$ cat src/design/debounced_pulse_counter_overspeed_top_defines.svh
`ifndef DEBOUNCED_PULSE_COUNTER_OVERSPEED_TOP_DEFINES_SVH
`define DEBOUNCED_PULSE_COUNTER_OVERSPEED_TOP_DEFINES_SVH

// same-cycle implication, checked out of reset
`define DPCO_ASSERT_SAME(label, ante, cons, msg) \
  label: assert property (@(posedge clk) disable iff (!rst_n) (ante) |-> (cons)) \
    else $error(msg);

// next-cycle implication, checked out of reset
`define DPCO_ASSERT_NEXT(label, ante, cons, msg) \
  label: assert property (@(posedge clk) disable iff (!rst_n) (ante) |=> (cons)) \
    else $error(msg);

`endif

$ cat src/design/dpco_pkg.sv
package dpco_pkg;

  localparam int CNT_W   = 32;
  localparam int MASK_W  = 16;
  localparam int LIMIT_W = 16;
  localparam int CFG_IDX_W  = 2;
  localparam int CFG_DATA_W = 32;

  localparam logic [CFG_IDX_W-1:0] REG_DEBOUNCE_MASK = 2'd0;
  localparam logic [CFG_IDX_W-1:0] REG_HALT_INTERVAL = 2'd1;
  localparam logic [CFG_IDX_W-1:0] REG_HALT_LIMIT    = 2'd2;

  localparam logic [MASK_W-1:0]  RST_DEBOUNCE_MASK = 16'd15;
  localparam logic [CNT_W-1:0]   RST_HALT_INTERVAL = 32'd60;
  localparam logic [LIMIT_W-1:0] RST_HALT_LIMIT    = 16'd10;

  typedef struct packed {
    logic pin_level;
    logic arm_check;
  } in_item_t;

  typedef struct packed {
    logic             pulse_detected;
    logic [CNT_W-1:0] pulse_count;
    logic [CNT_W-1:0] overspeed_events;
    logic             halt_active;
    logic             check_armed;
  } out_item_t;

  // classified tick passed from front to back
  typedef struct packed {
    logic pulse;
    logic arm;
  } cls_item_t;

  typedef struct packed {
    logic empty;
    logic full;
  } q_stat_t;

  typedef struct packed {
    logic halt;
    logic armed;
  } back_stat_t;

endpackage

$ cat src/design/dpco_front.sv
module dpco_front
  import dpco_pkg::*;
#(
  parameter int HISTORY_BITS = 16
) (
  input  logic              clk,
  input  logic              rst_n,
  input  logic              acc,
  input  in_item_t          item,
  input  logic [MASK_W-1:0] mask,
  output cls_item_t         cls
);

  logic [HISTORY_BITS-1:0] hist_r, hist_nxt;
  logic                    low_r, low_nxt;
  logic [HISTORY_BITS-1:0] mask_h;
  logic [HISTORY_BITS-1:0] sel;
  logic                    mask_hi_nz;
  logic                    sel_zero, sel_full, low_after;

  assign mask_h     = HISTORY_BITS'(mask);
  assign mask_hi_nz = |(mask >> HISTORY_BITS);
  assign hist_nxt   = {hist_r[HISTORY_BITS-2:0], item.pin_level};
  assign sel        = hist_nxt & mask_h;
  assign sel_zero   = (sel == '0);
  // mask bits beyond the history never match a one
  assign sel_full   = (sel == mask_h) && !mask_hi_nz;
  assign low_after  = low_r | sel_zero;

  always_comb begin
    cls.pulse = low_after & sel_full;
    cls.arm   = item.arm_check;
    low_nxt   = low_after & ~cls.pulse;
  end

  always_ff @(posedge clk) begin
    if (!rst_n) begin
      hist_r <= '0;
      low_r  <= 1'b0;
    end else if (acc) begin
      hist_r <= hist_nxt;
      low_r  <= low_nxt;
    end
  end

endmodule

$ cat src/design/dpco_queue.sv
module dpco_queue
  import dpco_pkg::*;
(
  input  logic      clk,
  input  logic      rst_n,
  input  logic      push,
  input  cls_item_t wr_item,
  input  logic      pop,
  output cls_item_t rd_item,
  output q_stat_t   stat
);

  cls_item_t  mem [2];
  logic       wr_ptr_r, wr_ptr_nxt;
  logic       rd_ptr_r, rd_ptr_nxt;
  logic [1:0] cnt_r, cnt_nxt;

  assign stat.empty = (cnt_r == 2'd0);
  assign stat.full  = (cnt_r == 2'd2);
  assign rd_item    = mem[rd_ptr_r];

  always_comb begin
    wr_ptr_nxt = wr_ptr_r ^ push;
    rd_ptr_nxt = rd_ptr_r ^ pop;
    cnt_nxt    = cnt_r + {1'b0, push} - {1'b0, pop};
  end

  always_ff @(posedge clk) begin
    if (push) begin
      mem[wr_ptr_r] <= wr_item;
    end
  end

  always_ff @(posedge clk) begin
    if (!rst_n) begin
      wr_ptr_r <= 1'b0;
      rd_ptr_r <= 1'b0;
      cnt_r    <= 2'd0;
    end else begin
      wr_ptr_r <= wr_ptr_nxt;
      rd_ptr_r <= rd_ptr_nxt;
      cnt_r    <= cnt_nxt;
    end
  end

endmodule

$ cat src/design/dpco_back.sv
module dpco_back
  import dpco_pkg::*;
(
  input  logic               clk,
  input  logic               rst_n,
  input  logic               q_empty,
  input  cls_item_t          cls,
  output logic               pop,
  input  logic [CNT_W-1:0]   lim_ticks,
  input  logic [LIMIT_W-1:0] lim_count,
  output logic               out_valid,
  input  logic               out_stall,
  output out_item_t          out_data,
  output back_stat_t         stat
);

  logic [CNT_W-1:0] interval_r, interval_nxt;
  logic [CNT_W-1:0] pulse_r, pulse_nxt;
  logic [CNT_W-1:0] ovs_r, ovs_nxt;
  logic             armed_r, armed_nxt;
  logic             halt_r, halt_nxt;
  logic             ovalid_r, ovalid_nxt;
  out_item_t        odata_r, odata_nxt;
  logic [CNT_W-1:0] iv_inc, ovs_inc;
  logic             armed_a, ovs_hit, halt_hit;

  assign pop = !q_empty && (!ovalid_r || !out_stall);

  always_comb begin
    armed_a  = armed_r | cls.arm;
    iv_inc   = interval_r + 1'b1;
    ovs_inc  = ovs_r + 1'b1;
    ovs_hit  = cls.pulse && armed_a && (iv_inc < lim_ticks);
    halt_hit = ovs_hit && (ovs_inc >= {{(CNT_W-LIMIT_W){1'b0}}, lim_count});

    interval_nxt = cls.pulse ? '0 : iv_inc;
    pulse_nxt    = cls.pulse ? pulse_r + 1'b1 : pulse_r;
    ovs_nxt      = ovs_hit ? ovs_inc : ovs_r;
    armed_nxt    = armed_a & ~halt_hit;
    halt_nxt     = halt_r | halt_hit;

    odata_nxt.pulse_detected   = cls.pulse;
    odata_nxt.pulse_count      = pulse_nxt;
    odata_nxt.overspeed_events = ovs_nxt;
    odata_nxt.halt_active      = halt_nxt;
    odata_nxt.check_armed      = armed_nxt;

    ovalid_nxt = pop | (ovalid_r & out_stall);
  end

  always_ff @(posedge clk) begin
    if (!rst_n) begin
      interval_r <= '0;
      pulse_r    <= '0;
      ovs_r      <= '0;
      armed_r    <= 1'b0;
      halt_r     <= 1'b0;
      ovalid_r   <= 1'b0;
    end else begin
      ovalid_r <= ovalid_nxt;
      if (pop) begin
        interval_r <= interval_nxt;
        pulse_r    <= pulse_nxt;
        ovs_r      <= ovs_nxt;
        armed_r    <= armed_nxt;
        halt_r     <= halt_nxt;
      end
    end
  end

  always_ff @(posedge clk) begin
    if (pop) begin
      odata_r <= odata_nxt;
    end
  end

  assign out_valid  = ovalid_r;
  assign out_data   = odata_r;
  assign stat.halt  = halt_r;
  assign stat.armed = armed_r;

endmodule

$ cat src/design/debounced_pulse_counter_overspeed_top.sv
// Channel  Ports                         Item
// in       in_valid/in_stall/in_data     in_item_t  (pin_level, arm_check)
// out      out_valid/out_stall/out_data  out_item_t (pulse and overspeed status)
// cfg      cfg_we/cfg_index/cfg_wdata    register write, no read-back
//
// One item per cycle while out_stall is low; results come from the output register.
// The front shifts the history and classifies the tick in the accept cycle; a
// two-entry queue feeds the back, which updates counters into the output register.
// in_stall rises only when the queue is full, i.e. after the output has stalled.
// Synchronous active-low reset; no clearing pass.
`include "debounced_pulse_counter_overspeed_top_defines.svh"

module debounced_pulse_counter_overspeed_top
  import dpco_pkg::*;
#(
  parameter int HISTORY_BITS = 16
) (
  input  logic                  clk,
  input  logic                  rst_n,
  input  logic                  in_valid,
  output logic                  in_stall,
  input  in_item_t              in_data,
  output logic                  out_valid,
  input  logic                  out_stall,
  output out_item_t             out_data,
  input  logic                  cfg_we,
  input  logic [CFG_IDX_W-1:0]  cfg_index,
  input  logic [CFG_DATA_W-1:0] cfg_wdata
);

  logic [MASK_W-1:0]  mask_r;
  logic [CNT_W-1:0]   lim_ticks_r;
  logic [LIMIT_W-1:0] lim_count_r;
  logic               in_acc, pop;
  cls_item_t          cls_wr, cls_rd;
  q_stat_t            q_st;
  back_stat_t         b_st;

  always_ff @(posedge clk) begin
    if (!rst_n) begin
      mask_r      <= RST_DEBOUNCE_MASK;
      lim_ticks_r <= RST_HALT_INTERVAL;
      lim_count_r <= RST_HALT_LIMIT;
    end else if (cfg_we) begin
      case (cfg_index)
        REG_DEBOUNCE_MASK: mask_r      <= cfg_wdata[MASK_W-1:0];
        REG_HALT_INTERVAL: lim_ticks_r <= cfg_wdata[CNT_W-1:0];
        REG_HALT_LIMIT:    lim_count_r <= cfg_wdata[LIMIT_W-1:0];
        default: ;
      endcase
    end
  end

  assign in_stall = q_st.full;
  assign in_acc   = in_valid && !in_stall;

  dpco_front #(
    .HISTORY_BITS(HISTORY_BITS)
  ) u_front (
    .clk  (clk),
    .rst_n(rst_n),
    .acc  (in_acc),
    .item (in_data),
    .mask (mask_r),
    .cls  (cls_wr)
  );

  dpco_queue u_queue (
    .clk    (clk),
    .rst_n  (rst_n),
    .push   (in_acc),
    .wr_item(cls_wr),
    .pop    (pop),
    .rd_item(cls_rd),
    .stat   (q_st)
  );

  dpco_back u_back (
    .clk      (clk),
    .rst_n    (rst_n),
    .q_empty  (q_st.empty),
    .cls      (cls_rd),
    .pop      (pop),
    .lim_ticks(lim_ticks_r),
    .lim_count(lim_count_r),
    .out_valid(out_valid),
    .out_stall(out_stall),
    .out_data (out_data),
    .stat     (b_st)
  );

  `DPCO_ASSERT_SAME(a_no_pop_empty, pop, !q_st.empty, "pop from empty queue")
  `DPCO_ASSERT_NEXT(a_halt_sticky, b_st.halt, b_st.halt, "halt latch cleared")
  `DPCO_ASSERT_SAME(a_halt_disarms, $rose(b_st.halt), !b_st.armed, "halt without disarm")

endmodule
$ cat config.mk
export PLATFORM = sky130hd
export DESIGN_NAME = debounced_pulse_counter_overspeed_top
export DESIGN_NICKNAME = d
export VERILOG_FILES = /design/src/design/dpco_pkg.sv /design/src/design/dpco_front.sv /design/src/design/dpco_queue.sv /design/src/design/dpco_back.sv /design/src/design/debounced_pulse_counter_overspeed_top.sv
export VERILOG_INCLUDE_DIRS = /design/src /design/src/design
export SDC_FILE = /design/constraint.sdc
export NUM_CORES = 1
export LEC_CHECK = 0
export BUFFER_PORTS_ARGS = -buffer_cell sky130_fd_sc_hd__buf_2
export CORE_MARGIN = 3
export CORE_UTILIZATION = 50
export DETAILED_ROUTE_END_ITERATION = 10
export PLACE_DENSITY = 0.7
export SKIP_LAST_GASP = 1
export SLEW_MARGIN = 15
export SYNTH_ARGS = -nofsm -noshare
export SYNTH_HDL_FRONTEND = slang
export SYNTH_SLANG_ARGS = --single-unit
$ cat constraint.sdc
create_clock -name clk -period 10.8 [get_ports clk]
set_clock_uncertainty 0.05 [all_clocks]
set_input_delay 1.62 -clock clk [delete_from_list [all_inputs] [get_ports clk]]
set_output_delay 1.62 -clock clk [all_outputs]
set_load 0.01 [all_outputs]
==> results.json <==
{
  "numClockSinks": 255,
  "insertedDiodeCount": 0,
  "initial_utilization": 0.514,
  "crit_buf_inv": 1,
  "wire_per_inst_um": 15.7,
  "required_ns": 11.03,
  "top_usage_layer": "met2",
  "p_sw_uw": 805,
  "placed_cells": 1849,
  "power_frac_seq": 0.433,
  "nets": 1644,
  "min_path_type": "flop to flop",
  "insertion_delay_ns": 0.54,
  "worst_path_max_delay_cell": "o221ai_2",
  "grt_first_pass_wirelength_um": 49700,
  "cap_violations": 0,
  "port_buffers": 109,
  "die_y_um": 168,
  "p_comb_frac": 0.189,
  "final_max_slew_viol_count": 0,
  "drt_wl_total_um": 29900,
  "cts_setup_buffers": 0,
  "crit_chain": "and3_1, nand4_2, nor3_2, nand3_1, or3_1, xnor2_1, ha_1, nand4_1, or2_2, o221ai_2, or2_1, buf_4, nor3_1, xor2_1",
  "yosys_warnings": 0,
  "use_met2": 0.334,
  "power.density_nw_per_um2": 186,
  "met1_usage": 0.303,
  "whs_ns": 0.404,
  "setup_viol_count_final": 0,
  "leakage_uw": 0.00587,
  "synth_nets": 1597,
  "layout_common_cells": "nand2_1 (253), dfxtp_1 (184), nor2_1 (128), a21oi_1 (113), buf_2 (109)",
  "status": "finished clean",
  "rsz0062_at_grt": "false",
  "syn_area_um2": 13100,
  "coreArea_um2": 25500,
  "p_int_uw": 1940,
  "cts.clk_slew.worst_paths_ns": 0.06,
  "cts_tree": "yes",
  "design.die.area_um2": 28200,
  "synth_area_per_cell_um2": 8.72,
  "cp-start-kind": "flop",
  "switching_share": 0.293,
  "critPathMaxStageDelay_ns": 0.76,
  "htree_levels": 1,
  "post-route-period-util": 0.497,
  "path_delay_family": "simple AND/OR/NAND/NOR gates",
  "ys_ff_latch": 255,
  "drt.antenna.violating_nets": 0,
  "ys_seq_area_frac": 0.444,
  "finalSetupTns_ns": 0,
  "area_growth_pct": 12.6,
  "ctsHoldBuffers": 0,
  "grt_overflow": 0,
  "firstDrtPassIters": 6,
  "grtUsageMet3": 0.0303,
  "worst_pin_slew_ns": 1.10,
  "synthCells": 1502,
  "grtUsageTotal": 0.209,
  "clock-root-buffer": "clkbuf_16",
  "cts_made_buffers": 28,
  "worstSetupPathType": "flop to flop",
  "cp_max_fo": 28,
  "fp-row-count": 58,
  "gp_congestion": 0.907,
  "ys_types": 76,
  "ctsResizeCount": 0,
  "maxSlewHeadroom": 0.264,
  "die_w_um": 168,
  "ir_worst_vdd_uv": 135,
  "power_frac_clock": 0.378,
  "antenna_found_initial": 0,
  "drt_iter0_drc": 875,
  "final_common_cell": "nand2_1",
  "post-dp-hpwl_um": 20500,
  "final_cell_count_no_fill": 1901,
  "vias": 10400,
  "synth_edf_count": 71,
  "hold_viol_final": 0,
  "drive_gt1_frac": 0.128,
  "synth-main-ff-cell": "dfxtp_1",
  "drc_errors": 0,
  "max_clock_freq_ghz": 0.186,
  "regToRegSetupSlack_ns": 5.43,
  "async_flop_share": 0,
  "clock_path_buffers": 3,
  "n_fill_cell": 2260,
  "grt_max_degree": 106,
  "grt_pass1_vias": 9845,
  "arrival_ns": 5.60,
  "io_pins": 110,
  "min_period_ns": 5.37,
  "endpoint_kind": "flop",
  "vias_per_cell": 5.47
}
==> through the flow <==
stage                     cell area (µm²)  utilization  worst slack (ns)  total power [µW]
after floorplan                     13100            -              5.56              1540
after global placement              13700        0.538              5.51              1720
after detailed placement            13700        0.538              5.24              1730
after CTS                           14700        0.578              5.20              2770
after global routing                14700        0.579              5.01              2880
final                               14700        0.579              5.43              2740
==> synth_stat cells (all sizes together) (9+ instances only) <==
library cell  instances  share of area
nand2b                9         0.0043
or3                  17         0.0089
edfxtp               71           0.16
dfxtp               184           0.28
buf                  27          0.012
clkbuf               74          0.021
a221oi                9         0.0060
xor2                 62          0.041
nor2                128          0.037
nand4                32          0.017
ha                   54          0.052
nand3                43          0.017
inv                  78          0.022
o31ai                10         0.0061
a21oi               113          0.043
o21ai                29          0.011
and2                 11         0.0053
a22oi                14         0.0080
or4                  10         0.0057
nand2               253          0.073
xnor2                85          0.057
o211ai                9         0.0052
nor3                 35          0.014
and3                 30          0.014
nor4                 17         0.0093
mux2i                13         0.0099
==> flip-flops by register name, indices dropped and copies added, names as in the netlist, 2 cells and up, named ones only <==
name               flops
lim_ticks_r           32
u_queue.cnt_r          2
u_front.hist_r        15
lim_count_r           16
u_back.out_data       67
u_back.pulse_r        32
mask_r                16
u_back.ovs_r          32
u_queue.mem            4
u_back.interval_r     32
==> layer usage <==
metal	vias up	share of wire
li1	5236	-
met1	4845	0.47
met2	286	0.45
met3	36	0.065
met4	0	0.014
met5	-	0
==> kinds of logic (layout without fill, tap and decap cells) <==
logic type	after synthesis	in the layout	synth area share
flip-flops	255	255	0.444
adder cells (fa/ha/maj)	54	54	0.0516
AO/OA/AOI/OAI	234	234	0.113
buffers and inverters	181	250	0.0562
AND/OR/NAND/NOR	618	618	0.226
multiplexers	13	13	0.00994
XOR/XNOR	147	147	0.0983
==> final cells by class <==
cell class / instances / area (µm²) / share of cell area
clock buffers: 37 / 848 / 0.0575
clock inverters: 15 / 178 / 0.0120
inverters: 80 / 305 / 0.0207
multi-input cells: 1066 / 6570 / 0.445
flip-flops and latches: 255 / 5820 / 0.394
well taps: 330 / 413 / 0.0280
repair buffers: 118 / 617 / 0.0418
==> worst min-delay path, stage by stage, from the launching register on <==
cell and delay [ns]:
dfxtp_1 0.31, nand2_1 0.05, a21oi_1 0.05
==> worst paths after layout <==
check / depth (start not counted) / to / startpoint
worst max-delay path: 14 / u_back.out_data[31] / u_back.interval_r[2]
worst min-delay path: 2 / lim_ticks_r[13] / lim_ticks_r[13]
worst max register to register: 14 / u_back.out_data[31] / u_back.interval_r[2]
worst min register to register: 2 / lim_ticks_r[13] / lim_ticks_r[13]
==> power groups by stage <==
stage	clock, µW	combinational [µW]	sequential, µW
3_3_place_gp	0	515	1210
6_report	1040	518	1190
3_5_place_dp	0	523	1210
2_1_floorplan	0	265	1270
5_1_grt	1100	578	1200
4_1_cts	1060	526	1190
Power figures use the tool's default switching activity.
